`src/sv/kmp_pkg.sv`:
```
// Shared types for the KMP stream matcher: command and status codes,
// controller states and the controller/datapath handshake structs.
// No dependencies.
package kmp_pkg;

	typedef enum logic [1:0] {
		CMD_CLEAR   = 2'd0,
		CMD_APPEND  = 2'd1,
		CMD_RESTART = 2'd2,
		CMD_TEXT    = 2'd3
	} cmd_t;

	typedef enum logic [1:0] {
		STS_OK     = 2'd0,
		STS_DROP   = 2'd1,
		STS_NO_PAT = 2'd2
	} status_t;

	typedef enum logic [1:0] {
		S_IDLE,
		S_CMP,
		S_HIT_FB,
		S_DONE
	} state_t;

	// controller -> datapath
	typedef struct packed {
		logic accept;   // input transaction taken, run immediate actions
		logic step;     // one compare step of the search or table build
		logic hit_fb;   // take fallback after a full match
		logic publish;  // move finished result into output register
	} dp_ctl_t;

	// datapath -> controller
	typedef struct packed {
		logic full;
		logic empty;
		logic eq;
		logic cur_zero;
		logic hit;
		logic is_text;
		logic out_free;
	} dp_stat_t;

endpackage

```
`src/sv/kmp_ctrl.sv`:
```
// Controller FSM for the KMP stream matcher.
// Depends on kmp_pkg; drives kmp_dp through dp_ctl_t.
module kmp_ctrl (
	input  logic              clk,
	input  logic              arst_n,
	input  logic              in_valid,
	output logic              in_ready,
	input  kmp_pkg::cmd_t     in_cmd,
	input  kmp_pkg::dp_stat_t stat,
	output kmp_pkg::dp_ctl_t  ctl
);
	import kmp_pkg::*;

	state_t state_q, state_d;

	always_ff @(posedge clk or negedge arst_n) begin
		if (!arst_n) begin
			state_q <= S_IDLE;
		end else begin
			state_q <= state_d;
		end
	end

	always_comb begin
		state_d  = state_q;
		ctl      = '0;
		in_ready = 1'b0;
		unique case (state_q)
			S_IDLE: begin
				in_ready   = 1'b1;
				ctl.accept = in_valid;
				if (in_valid) begin
					if ((in_cmd == CMD_APPEND && !stat.full && !stat.empty) ||
					    (in_cmd == CMD_TEXT && !stat.empty)) begin
						state_d = S_CMP;
					end else begin
						state_d = S_DONE;
					end
				end
			end
			S_CMP: begin
				ctl.step = 1'b1;
				if (!stat.eq && !stat.cur_zero) begin
					state_d = S_CMP;
				end else if (stat.is_text && stat.eq && stat.hit) begin
					state_d = S_HIT_FB;
				end else begin
					state_d = S_DONE;
				end
			end
			S_HIT_FB: begin
				ctl.hit_fb = 1'b1;
				state_d    = S_DONE;
			end
			S_DONE: begin
				if (stat.out_free) begin
					ctl.publish = 1'b1;
					state_d     = S_IDLE;
				end
			end
			default: state_d = S_IDLE;
		endcase
	end

endmodule

```
`src/sv/kmp_dp.sv`:
```
// Datapath for the KMP stream matcher: pattern and fallback memories,
// match/prefix positions, text index, compare counter and output register.
// Depends on kmp_pkg; sequenced by kmp_ctrl.
module kmp_dp #(
	parameter int PATTERN_DEPTH = 64,
	parameter int POSITION_BITS = 32
) (
	input  logic              clk,
	input  logic              arst_n,
	input  kmp_pkg::cmd_t     in_cmd,
	input  logic [7:0]        in_byte,
	input  kmp_pkg::dp_ctl_t  ctl,
	output kmp_pkg::dp_stat_t stat,
	input  logic              out_ready,
	output logic              out_valid,
	output logic [79:0]       out_data
);
	import kmp_pkg::*;

	localparam int IDX_W = $clog2(PATTERN_DEPTH);
	localparam int CNT_W = $clog2(PATTERN_DEPTH + 1);
	localparam int SUB_W = (POSITION_BITS > CNT_W) ? POSITION_BITS : CNT_W;

	logic [7:0]       pat_mem [PATTERN_DEPTH];
	logic [IDX_W-1:0] fb_mem  [PATTERN_DEPTH];

	logic [CNT_W-1:0]         count_q;
	logic [IDX_W-1:0]         prefix_q;
	logic [IDX_W-1:0]         mpos_q;
	logic [POSITION_BITS-1:0] tpos_q;
	logic [31:0]              ctotal_q;
	logic                     out_valid_q;

	cmd_t             cmd_q;
	logic [7:0]       byte_q;
	logic [7:0]       pat_rd_q;
	logic [IDX_W-1:0] fb_rd_q;
	logic             hit_q;
	logic [31:0]      start_q;
	status_t          status_q;
	logic [79:0]      out_data_q;

	logic [IDX_W-1:0]         cur;
	logic [CNT_W-1:0]         cur_inc;
	logic                     eq;
	logic                     cur_zero;
	logic                     fall;
	logic [CNT_W-1:0]         rd_addr;
	logic [CNT_W-1:0]         rd_addr_m1;
	logic [31:0]              ctotal_inc;
	logic [IDX_W-1:0]         prefix_next;
	logic [SUB_W-1:0]         start_diff;
	logic [POSITION_BITS+31:0] start_ext;
	logic [CNT_W+6:0]         len_ext;
	logic                     full;
	logic                     empty;
	logic                     mem_we;
	logic [IDX_W-1:0]         mem_wa;
	logic [IDX_W-1:0]         fb_wd;
	logic                     fb_we;

	assign cur      = (cmd_q == CMD_APPEND) ? prefix_q : mpos_q;
	assign cur_inc  = CNT_W'(cur) + CNT_W'(1);
	assign eq       = (pat_rd_q == byte_q);
	assign cur_zero = (cur == '0);
	assign fall     = !eq && !cur_zero;
	assign full     = (count_q == CNT_W'(PATTERN_DEPTH));
	assign empty    = (count_q == '0);

	assign ctotal_inc  = (ctotal_q == '1) ? ctotal_q : ctotal_q + 32'd1;
	assign prefix_next = eq ? prefix_q + IDX_W'(1) : prefix_q;
	assign start_diff  = SUB_W'(tpos_q) - SUB_W'(count_q);
	assign start_ext   = {32'd0, start_diff[POSITION_BITS-1:0]};
	assign len_ext     = {7'd0, count_q};

	assign stat.full     = full;
	assign stat.empty    = empty;
	assign stat.eq       = eq;
	assign stat.cur_zero = cur_zero;
	assign stat.hit      = (cur_inc == count_q);
	assign stat.is_text  = (cmd_q == CMD_TEXT);
	assign stat.out_free = !out_valid_q || out_ready;

	always_comb begin
		if (ctl.step) begin
			rd_addr = fall ? CNT_W'(fb_rd_q) : cur_inc;
		end else if (in_cmd == CMD_APPEND) begin
			rd_addr = CNT_W'(prefix_q);
		end else begin
			rd_addr = CNT_W'(mpos_q);
		end
		rd_addr_m1 = rd_addr - CNT_W'(1);
	end

	// pattern byte written at accept; fallback entry at accept (first byte) or end of build
	assign mem_we = ctl.accept && in_cmd == CMD_APPEND && !full;
	assign mem_wa = count_q[IDX_W-1:0];
	always_comb begin
		fb_we = 1'b0;
		fb_wd = prefix_next;
		if (mem_we && empty) begin
			fb_we = 1'b1;
			fb_wd = '0;
		end else if (ctl.step && cmd_q == CMD_APPEND && !fall) begin
			fb_we = 1'b1;
		end
	end

	always_ff @(posedge clk) begin
		if (mem_we) begin
			pat_mem[mem_wa] <= in_byte;
		end
		if (fb_we) begin
			fb_mem[mem_wa] <= fb_wd;
		end
		pat_rd_q <= pat_mem[rd_addr[IDX_W-1:0]];
		fb_rd_q  <= fb_mem[rd_addr_m1[IDX_W-1:0]];
	end

	always_ff @(posedge clk or negedge arst_n) begin
		if (!arst_n) begin
			count_q     <= '0;
			prefix_q    <= '0;
			mpos_q      <= '0;
			tpos_q      <= '0;
			ctotal_q    <= '0;
			out_valid_q <= 1'b0;
		end else begin
			if (ctl.accept) begin
				unique case (in_cmd)
					CMD_CLEAR: begin
						count_q  <= '0;
						prefix_q <= '0;
						mpos_q   <= '0;
					end
					CMD_APPEND: begin
						if (!full && empty) begin
							prefix_q <= '0;
							count_q  <= CNT_W'(1);
						end
					end
					CMD_RESTART: begin
						tpos_q   <= '0;
						ctotal_q <= '0;
						mpos_q   <= '0;
					end
					CMD_TEXT: begin
						tpos_q <= tpos_q + POSITION_BITS'(1);
					end
					default: ;
				endcase
			end
			if (ctl.step) begin
				if (cmd_q == CMD_TEXT) begin
					ctotal_q <= ctotal_inc;
					if (eq) begin
						mpos_q <= cur_inc[IDX_W-1:0];
					end else if (!cur_zero) begin
						mpos_q <= fb_rd_q;
					end
				end else begin
					if (fall) begin
						prefix_q <= fb_rd_q;
					end else begin
						prefix_q <= prefix_next;
						count_q  <= count_q + CNT_W'(1);
					end
				end
			end
			if (ctl.hit_fb) begin
				mpos_q <= fb_rd_q;
			end
			if (ctl.publish) begin
				out_valid_q <= 1'b1;
			end else if (out_ready) begin
				out_valid_q <= 1'b0;
			end
		end
	end

	always_ff @(posedge clk) begin
		if (ctl.accept) begin
			cmd_q    <= in_cmd;
			byte_q   <= in_byte;
			hit_q    <= 1'b0;
			start_q  <= '0;
			status_q <= STS_OK;
			if (in_cmd == CMD_APPEND && full) begin
				status_q <= STS_DROP;
			end else if (in_cmd == CMD_TEXT && empty) begin
				status_q <= STS_NO_PAT;
			end
		end
		if (ctl.step && cmd_q == CMD_TEXT && eq && stat.hit) begin
			hit_q   <= 1'b1;
			start_q <= start_ext[31:0];
		end
		if (ctl.publish) begin
			out_data_q <= {6'd0, len_ext[6:0], status_q, ctotal_q, start_q, hit_q};
		end
	end

	assign out_valid = out_valid_q;
	assign out_data  = out_data_q;

endmodule

```
`src/sv/kmp_stream_matcher_top.sv`:
```
// Top level of the KMP stream matcher: controller plus datapath.
// Depends on kmp_pkg, kmp_ctrl and kmp_dp.
//
// Usage:
//   s_axis carries commands: tuser = cmd (clear pattern, append pattern byte,
//   restart text, text byte), tdata = the byte. Every command gives exactly one
//   result on m_axis, in order.
//   m_axis tdata from bit 0: match_found, match_start[31:0],
//   comparison_count[31:0], status[1:0], loaded_length[6:0], zero pad.
// Sequencing:
//   One command at a time. Clear, restart, dropped appends, the first pattern
//   byte and text with no pattern go from accept straight to the done state,
//   which publishes the result. Appends and text bytes first run n compare
//   steps through the fallback table (one per cycle, set by the registered
//   memory read), plus a hit-fallback step after a full match to apply its
//   fallback entry, before publishing. KMP keeps n to at most two per text
//   byte on average.
// Reset clears pattern length, positions and counters; memory contents are not
//   cleared and need no clearing pass. A stalled receiver holds the result in
//   the output register; one further command is processed meanwhile and waits
//   to publish until the register frees.
module kmp_stream_matcher_top #(
	parameter int PATTERN_DEPTH = 64,
	parameter int POSITION_BITS = 32
) (
	input  logic        clk,
	input  logic        arst_n,
	input  logic        s_axis_tvalid,
	output logic        s_axis_tready,
	input  logic [7:0]  s_axis_tdata,  // data_byte[7:0]
	input  logic [1:0]  s_axis_tuser,  // cmd[1:0]
	output logic        m_axis_tvalid,
	input  logic        m_axis_tready,
	output logic [79:0] m_axis_tdata   // match_found, match_start, comparison_count,
	                                   // status, loaded_length, pad
);
	import kmp_pkg::*;

	dp_ctl_t  ctl;
	dp_stat_t stat;
	cmd_t     in_cmd;

	assign in_cmd = cmd_t'(s_axis_tuser);

	kmp_ctrl u_ctrl (
		.clk      (clk),
		.arst_n   (arst_n),
		.in_valid (s_axis_tvalid),
		.in_ready (s_axis_tready),
		.in_cmd   (in_cmd),
		.stat     (stat),
		.ctl      (ctl)
	);

	kmp_dp #(
		.PATTERN_DEPTH (PATTERN_DEPTH),
		.POSITION_BITS (POSITION_BITS)
	) u_dp (
		.clk       (clk),
		.arst_n    (arst_n),
		.in_cmd    (in_cmd),
		.in_byte   (s_axis_tdata),
		.ctl       (ctl),
		.stat      (stat),
		.out_ready (m_axis_tready),
		.out_valid (m_axis_tvalid),
		.out_data  (m_axis_tdata)
	);

endmodule
```
`config.mk`:
```
export PLATFORM = sky130hd
export DESIGN_NAME = kmp_stream_matcher_top
export DESIGN_NICKNAME = d
export VERILOG_FILES = /design/src/sv/kmp_pkg.sv /design/src/sv/kmp_ctrl.sv /design/src/sv/kmp_dp.sv /design/src/sv/kmp_stream_matcher_top.sv
export SDC_FILE = /design/constraint.sdc
export NUM_CORES = 1
export LEC_CHECK = 0
export ABC_CLOCK_PERIOD_IN_PS = 14500
export BUFFER_PORTS_ARGS = -buffer_cell sky130_fd_sc_hd__buf_2
export CAP_MARGIN = 15
export CORE_MARGIN = 3
export CORE_UTILIZATION = 36
export CTS_BUF_LIST = sky130_fd_sc_hd__clkbuf_4 sky130_fd_sc_hd__clkbuf_8
export DETAILED_ROUTE_END_ITERATION = 16
export GPL_ROUTABILITY_DRIVEN = 0
export PLACE_DENSITY = 0.51
export SLEW_MARGIN = 20
export SYNTH_ARGS = -nofsm -noshare
export SYNTH_HDL_FRONTEND = slang
export SYNTH_SLANG_ARGS = --single-unit
export TNS_END_PERCENT = 5
```
`constraint.sdc`:
```
create_clock -name clk -period 14.5 [get_ports clk]
set_input_delay 2.9 -clock clk [delete_from_list [all_inputs] [get_ports clk]]
set_output_delay 2.9 -clock clk [all_outputs]
set_load 0.05 [all_outputs]
```
==> impl_results.md, run 1 <==
- Status: completed
- Synthesized area: 46200 um2
- Via count: 29500
- WHS Endpoint: u_dp.out_data[18]
- Crit-path cells: buf_2, nor2b_1, nor2b_1, a211oi_1, a211o_4, buf_4, buf_4, nand3_1, nand3_1, a21oi_1, o21ai_0, nand4_1
- Inst Count DP: 5243
- Int Power: 7.03 mW
- RSZ-0062 raised after global routing: no
- Total power draw: 12.5 mW
- Slowest CP cell: buf_4
- GRT overflow: 0
- Global route hottest layer: met2
- Vias in the first global route: 28200
- Commonest cells after routing, fill and taps aside: edfxtp_1 (1014), nand2_1 (822), nand3_1 (365), nor2_1 (244), clkbuf_8 (197)
- Proportion of layout cells with a drive suffix above 1: 11.9%
- Crit path kind: in2reg
- Synth Area in Compound Gates: 6.68%
- Maxcap violations: 0
- Worst-case reg-to-reg path depth: 15
- Reg-to-reg critical path startpoint: u_dp.cmd_q[1]
- Gate power share: 45.7%
- Number of detailed-route iterations in the first pass: 5
- Tmin final: 7.03 ns
- Most common cell after layout, fill and taps aside: edfxtp_1
- Clk_lat worst skew: 0.87 ns
- Die Y: 364 um
- Total global-route track usage: 18.4%
- Final Hold Fails: 0
- Largest net degree at the start of global routing: 184
- Fmax: 142 MHz
- Setup_tns: 0 ns
- Avg WL per Cell: 22.1 um
- Initial DRC Count: 2848
- Crit-path max cell delay: 0.81 ns
- Worst Path Max Fanout: 71
- Max-slew headroom: 24.3%
- # hold bufs at CTS: 0
- Routing usage on met3: 3.31%
- DP HPWL: 68.5 mm
- Root Buffer: clkbuf_8
- Global-route wire length before repair: 185 mm
- R2R Path End: u_dp.pat_rd_q[6]
- Hold path cells: 0
- Max Root-Sink Buffers: 3
- Crit. End Element: register
- Core area: 127000 um2
- Average size of a mapped cell: 12.5 um2
- Routed WL: 123 mm
- DRC errors left: 0
- Synth Area in XOR/XNOR: 1.51%
- Vias per inst: 5.29
- Clk network pwr share: 21.7%
- Rows: 130
- Worst Skew: 0.0436 ns
- Htree depth: 4
- Sequential power share: 32.5%
- Final period util: 48.5%
- Cells after Synth: 3689
- CP delay by family, top: compound AO/OA/AOI/OAI gates
- Post-route insts no fill: 5574
- EDFF count, synth: 1014
- VDD IR max: 0.000267 V
- TritonCTS buffer count: 180
- Pwr Density: 242 nW/um2
- Fin nets: 3804
- CTS clk-pin slew, worst paths: 0.06 ns
- YS warnings: 0
- Critical path buffer and inverter count: 3
- #FFs+latches synth: 1115
- Worst path arrival time: 7.74 ns
- Final Max Slew Viols: 0
- Antenna Nets Post-Route: 0
- Met2 usage: 27.9%
- Largest family of logic cells by synthesized area: simple AND/OR/NAND/NOR gates
- Sequential area share after synthesis: 71.2%
- Port bufs: 89
- Initial antenna violation count: 2
- Synth Area in Adders: 0.423%
- Worst-Margin Slew: 1.13 ns
- Setup Viol. Count Final: 0
- Crit path launch type: input pin
- Top_reg_cell synth: edfxtp_1
- Sw frac: 43.9%
- Multiplexer share of the synthesized area: 1.85%
- CTS tree: done
- Resized cells post-CTS: 0
- DIE AREA: 133000 um2
- Synth-to-Final Area Change: 12.2%
- CTS sink count: 1115
- Post-synth cell types: 80
- Leak pwr: 18.2 nW
- HP Class: reg2reg
- FF-to-FF setup slack: 8.16 ns
- Post-CTS setup repair buffer count: 0
- Required @ worst endpoint: 15.21 ns
- Async SR Flop Fraction: 7.71%
- Post-synthesis simple-gate area fraction: 15.9%
- Io pins: 96
- Fin util: 41.0%
- Switch Pwr: 5.49 mW
- GR Util met1: 27.1%
- Die W: 364 um
- Initial core utilization: 36.5%
- Hold Startpoint: u_dp.start_q[17]
==> metrics by stage <==
| step | hold WS [ns] | instance area (um2) | setup slack [ns] |
|---|---|---|---|
| finish | 0.412 | 51800 | 7.47 |
| global route | 0.426 | 51800 | 7.23 |
| detailed placement | 0.405 | 48200 | 6.66 |
| global placement | 0.402 | 48200 | 6.68 |
| floorplan | 0.400 | 46200 | 7.36 |
| CTS | 0.414 | 51800 | 7.61 |
==> worst register-to-register path, stage by stage, from the launching register on <==
cell and delay [ns]:
edfxtp_1 0.49, nor2b_1 0.64, mux2i_2 0.38, ha_1 0.21, o211ai_1 0.13, or3_1 0.48, a21oi_1 0.37, o31a_2 0.85
buf_12 0.66, buf_12 0.79, nand2_1 0.22, and3_1 0.18, a311o_1 0.31, a21oi_1 0.28, o21ai_0 0.17, nand4_1 0.13
==> cells by family (layout without fill, tap and decap cells) <==
logic type	count (synthesis)	after routing
AO/OA/AOI/OAI	456	456
other	1	8
buffers and inverters	264	492
AND/OR/NAND/NOR	1677	1677
flip-flops	1115	1115
adder cells (fa/ha/maj)	15	15
multiplexers	82	82
XOR/XNOR	79	79
==> power groups by stage <==
stage	registers, mW	logic [mW]	clock network (mW)
final	4.07	5.72	2.72
after global routing	4.10	6.22	2.94
after CTS	4.07	5.76	2.79
after detailed placement	4.14	5.74	0
after global placement	4.14	5.74	0
after floorplan	4.28	3.63	0
==> synth_stat cells, types with 4 or more instances <==
master    number  area [um2]
o22ai_1        8        50.1
dfxtp_1       15         300
nand2_1      823        3090
o211ai_1       8        60.1
or3_1         14        87.6
clkbuf_1     124         465
or4_1          4        30.0
mux2_2        10         113
and3_1        95         594
o31ai_1        9        67.6
a21boi_0       4        30.0
a221oi_1       8        70.1
a311o_1       65         651
buf_2         55         275
clkinv_1       6        22.5
a311oi_1       8        70.1
a31oi_1       17         106
inv_1         25        93.8
a211oi_1      11        82.6
mux2i_1       69         691
nor2_1       250         938
nand3_1      365        1830
xor2_1        43         377
nor3_1        39         195
buf_4          7        52.6
buf_1         44         165
edfxtp_1    1014       30400
nand3b_1       5        37.5
ha_1          14         175
o221ai_1       5        43.8
nor2b_1       12        75.1
o21ai_0       93         465
nor4_1         8        50.1
and2_1         8        50.1
a22oi_1       18         135
dfrtp_1       86        2150
a21oi_1      147         736
a221o_1       14         140
xnor2_1       35         307
nand2b_1      11        68.8
nand4_1       33         206
==> metal layers <==
layer  up-vias  share of wire (%)
li1      13700                  -
met1     14700                 47
met2       866                 45
met3       171                5.6
met4         0                2.0
met5         -                  0
==> final cells by class <==
class,instances,area (um2)
antenna,2,5.00
multi-input combinational,2315,12300
tap,1650,2060
fill,12000,74700
timing repair buffer,131,826
clock buffer,271,3270
inverter,32,120
sequential,1115,32900
clock inverter,58,332
==> how the worst max path moves through the flow <==
stage,endpoint,start,cells past startpoint
2_1_floorplan,u_dp.out_data[0],m_axis_tready,2
3_3_place_gp,u_dp.pat_rd_q[4],s_axis_tuser[0],12
3_5_place_dp,u_dp.pat_rd_q[5],s_axis_tuser[0],12
4_1_cts,u_dp.pat_rd_q[5],s_axis_tuser[0],12
5_1_grt,u_dp.pat_rd_q[3],s_axis_tuser[0],12
6_report,u_dp.pat_rd_q[3],s_axis_tuser[0],12
==> sequential cells by signal, indices dropped and copies added (netlist names), 2 cells and up <==
register        cells
u_dp.fb_mem       384
u_dp.cmd_q          2
u_dp.byte_q         8
u_dp.fb_rd_q        6
u_dp.pat_mem      512
u_dp.tpos_q        32
u_dp.pat_rd_q       8
u_dp.status_q       2
u_dp.mpos_q         6
u_dp.out_data      74
u_dp.ctotal_q      32
u_dp.count_q        7
u_dp.prefix_q       6
u_dp.start_q       32
u_ctrl.state_q      2
Power figures use the tool's default switching activity.
==> run 2, diff against run 1 <==
Settings changed: ABC_AREA set to 1, ABC_CLOCK_PERIOD_IN_PS 14500 to 6600.
Clock period 14.5 ns to 6.6 ns, I/O delays scaled along.
==> impl_results.md, run 2 <==
- Worst Path Max Fanout: 34 (-52%)
- Top_reg_cell synth: edfxtp_1
- GRT overflow: 0 (unchanged)
- Vias in the first global route: 31400 (+11%)
- Seq. cell area: 32900 um2 (unchanged)
- Post-layout instance area: 53900 um2 (+4.0%)
- VDD IR max: 0.000479 V (+79%)
- #FFs+latches synth: 1115 (unchanged)
- Io pins: 96 (unchanged)
- Top cells by count, synth: nand2_1 (1416), edfxtp_1 (1014), nand3_1 (496), inv_1 (452), nor2_1 (360)
- Rows: 133 (+2.3%)
- Root Buffer: clkbuf_8
- Most frequent cell after synthesis: nand2_1
- Crit. End Element: register
- Crit-path max cell delay: 0.55 ns (-0.26 ns)
- HP Class: in2async
- Avg WL per Cell: 20.6 um (-6.7%)
- Largest register FFs: 512 (unchanged)
- Cells after Synth: 4535 (+23%)
- Post-place instance area: 50300 um2 (+4.2%)
- Routed WL: 136 mm (+10%)
- EDFF count, synth: 1014 (unchanged)
- Max-slew headroom: 24.5% (+0.18 points)
- Max Root-Sink Buffers: 3 (unchanged)
- Most common cell after layout, fill and taps aside: nand2_1
- Htree depth: 4 (unchanged)
- Clk_lat worst skew: 0.88 ns (about the same)
- Synthesized area: 48000 um2 (+3.9%)
- Fill cells: 12800 (+6.8%)
- Initial antenna violation count: 2 (unchanged)
- RSZ-0062 raised after global routing: no
- Required @ worst endpoint: 7.42 ns (-7.79 ns)
- Fin nets: 4700 (+24%)
- Combined area of the multi-input logic cells: 12400 um2 (+0.83%)
- Die W: 371 um (+1.9%)
- Gate power share: 45.9% (+0.2 points)
- Pwr Density: 508 nW/um2 (+110%)
- Clk network pwr share: 21.9% (+0.2 points)
- Crit-path cells: inv_2, nand2_4, o21ai_2, inv_1, ha_1, nand3_1, nor2_2, nand2_4, nand3_1, nand3_2, nand2_8, nand2_4, nand2_1, nand2_1, buf_4, nand3_1, nand3_1, nand3_1, nand2_1, nand2_1, nand2_1
- Status: completed
- Tmin final: 4.54 ns
- Crit path launch type: register
- # hold bufs at CTS: 0 (unchanged)
- DIE AREA: 138000 um2 (+3.9%)
- Worst path arrival time: 5.36 ns (-2.38 ns)
- Core area: 132000 um2 (+4.3%)
- Biggest register: u_dp.pat_mem
- Final Max Slew Viols: 0 (unchanged)
- Worst Skew: 0.0459 ns (+0.00228 ns)
- Largest net degree at the start of global routing: 151 (-18%)
- Antenna Nets Post-Route: 0 (unchanged)
- Vias per inst: 4.97 (-6.1%)
- Commonest cells after routing, fill and taps aside: nand2_1 (1415), edfxtp_1 (1014), nand3_1 (494), inv_1 (451), nor2_1 (344)
- Synth-to-Final Area Change: 12.3% (about the same)
- CTS clk-pin slew, worst paths: 0.06 ns (about the same)
- Via count: 32700 (+11%)
- Initial DRC Count: 3002 (+5.4%)
- Int Power: 14.9 mW (+110%)
- Worst-Margin Slew: 1.13 ns (-0.00342 ns)
- CTS tree: done
- Die Y: 371 um (+1.9%)
- Setup_tns: 0 ns (unchanged)
- Resized cells post-CTS: 0 (unchanged)
- Sw frac: 45.6% (+1.7 points)
- Global-route wire length before repair: 203 mm (+9.8%)
- Fmax: 220 MHz
- Critical path buffer and inverter count: 3 (unchanged)
- DRC errors left: 0 (unchanged)
- TritonCTS buffer count: 187 (+3.9%)
- Proportion of layout cells with a drive suffix above 1: 11.1% (-0.81 points)
- Slowest CP cell: nand2_1
- Number of detailed-route iterations in the first pass: 8 (+3)
- Top post-synthesis cells by area: edfxtp_1 (63%), nand2_1 (11%), nand3_1 (5.2%)
- YS warnings: 0 (unchanged)
- Final period util: 68.9%
- Final Hold Fails: 0 (unchanged)
- Average size of a mapped cell: 10.6 um2 (-15%)
- Area share of the largest cell type after synthesis: 63.4% (-2.5 points)
- CP delay by family, top: simple AND/OR/NAND/NOR gates
- Post-synth cell types: 60 (-25%)
- Port bufs: 89 (unchanged)
- Total global-route track usage: 19.6% (+1.2 points)
- CTS sink count: 1115 (unchanged)
- DP HPWL: 83.7 mm (+22%)
- Setup Viol. Count Final: 0 (unchanged)
- Maxcap violations: 0 (unchanged)
- Switch Pwr: 12.5 mW (+130%)
- Crit path kind: reg2reg
- Sequential power share: 32.1% (-0.4 points)
- Sequential area share after synthesis: 68.6% (-2.7 points)
- Post-CTS setup repair buffer count: 0 (unchanged)
- Leak pwr: 20.8 nW (+14%)
- Post-synth top area cell: edfxtp_1
- Async SR Flop Fraction: 7.71% (unchanged)
- Initial core utilization: 36.4% (-0.12 points)
==> run 2: logic make-up (layout without fill, tap and decap cells) <==
logic type,count (synthesis),after routing,share of synthesized area [%]
flip-flops,1115,1115,68.6
AND/OR/NAND/NOR,2533,2533,22.6
multiplexers,4,4,0.0886
buffers and inverters,677,958,5.94
other,1,9,0.00781
AO/OA/AOI/OAI,167,167,1.98
adder cells (fa/ha/maj),15,15,0.407
XOR/XNOR,23,23,0.451
==> run 2: path summary, 6_finish.rpt <==
kind	slack (ns)	end	startpoint	cells after the start
worst max-delay path	2.06	u_dp.fb_rd_q[2]	u_dp.cmd_q[1]	21
worst min-delay path	0.39	u_dp.tpos_q[27]	arst_n	1
worst max register to register	2.06	u_dp.fb_rd_q[2]	u_dp.cmd_q[1]	21
worst min register to register	0.42	u_dp.out_data[5]	u_dp.start_q[4]	0
max in group asynchronous	5.00	u_dp.ctotal_q[7]	arst_n	2
min in group clk	0.42	u_dp.out_data[5]	u_dp.start_q[4]	0
==> run 2: worst reg2reg max path: cells and delay by family (launching register included) <==
family | cells | cell delay [ns]
buffers and inverters | 3 | 0.78
AO/OA/AOI/OAI | 1 | 0.34
flip-flops | 1 | 0.45
AND/OR/NAND/NOR | 16 | 2.73
adder cells (fa/ha/maj) | 1 | 0.20
==> run 2: metrics by stage <==
| stage | power (mW) | util (%) | hold WS, ns | worst slack [ns] | std cells |
|---|---|---|---|---|---|
| 6_report | 27.4 | 40.8 | 0.391 | 2.06 | 6579 |
| 2_1_floorplan | 17.4 | - | 0.400 | 1.62 | 4540 |
| 3_5_place_dp | 21.5 | 38.1 | 0.405 | 1.57 | 6237 |
| 5_1_grt | 29.2 | 40.8 | 0.366 | 1.68 | 6579 |
| 3_3_place_gp | 21.6 | 38.1 | 0.403 | 1.55 | 6237 |
| 4_1_cts | 27.6 | 40.8 | 0.315 | 2.08 | 6576 |
==> run 2: cell type report <==
class | instances | share of cell area [%]
Sequential cell | 1115 | 61.0
Multi-Input combinational cell | 2748 | 23.0
Clock buffer | 263 | 5.89
Tap cell | 1755 | 4.07
Inverter | 465 | 3.24
Timing Repair Buffer | 154 | 1.88
Clock inverter | 76 | 0.852
Antenna cell | 3 | 0.0139
==> run 2: power by group through the flow <==
stage | clock network [mW] | logic (mW) | registers (mW)
after CTS | 6.17 | 12.6 | 8.80
after floorplan | 0 | 8.16 | 9.24
after detailed placement | 0 | 12.6 | 8.94
after global placement | 0 | 12.6 | 8.94
after global routing | 6.48 | 13.9 | 8.84
final | 6.02 | 12.6 | 8.80
==> run 2: per-layer routing <==
metal / wire length, um / vias to the layer above / part of all wire [%] / global-route usage [%]
li1: - / 15500 / - / -
met1: 59800 / 15800 / 44 / 26.7
met2: 63500 / 1052 / 47 / 31.4
met3: 8230 / 252 / 6.1 / 3.40
met4: 4340 / 0 / 3.2 / 6.99
met5: 0 / - / 0 / 0
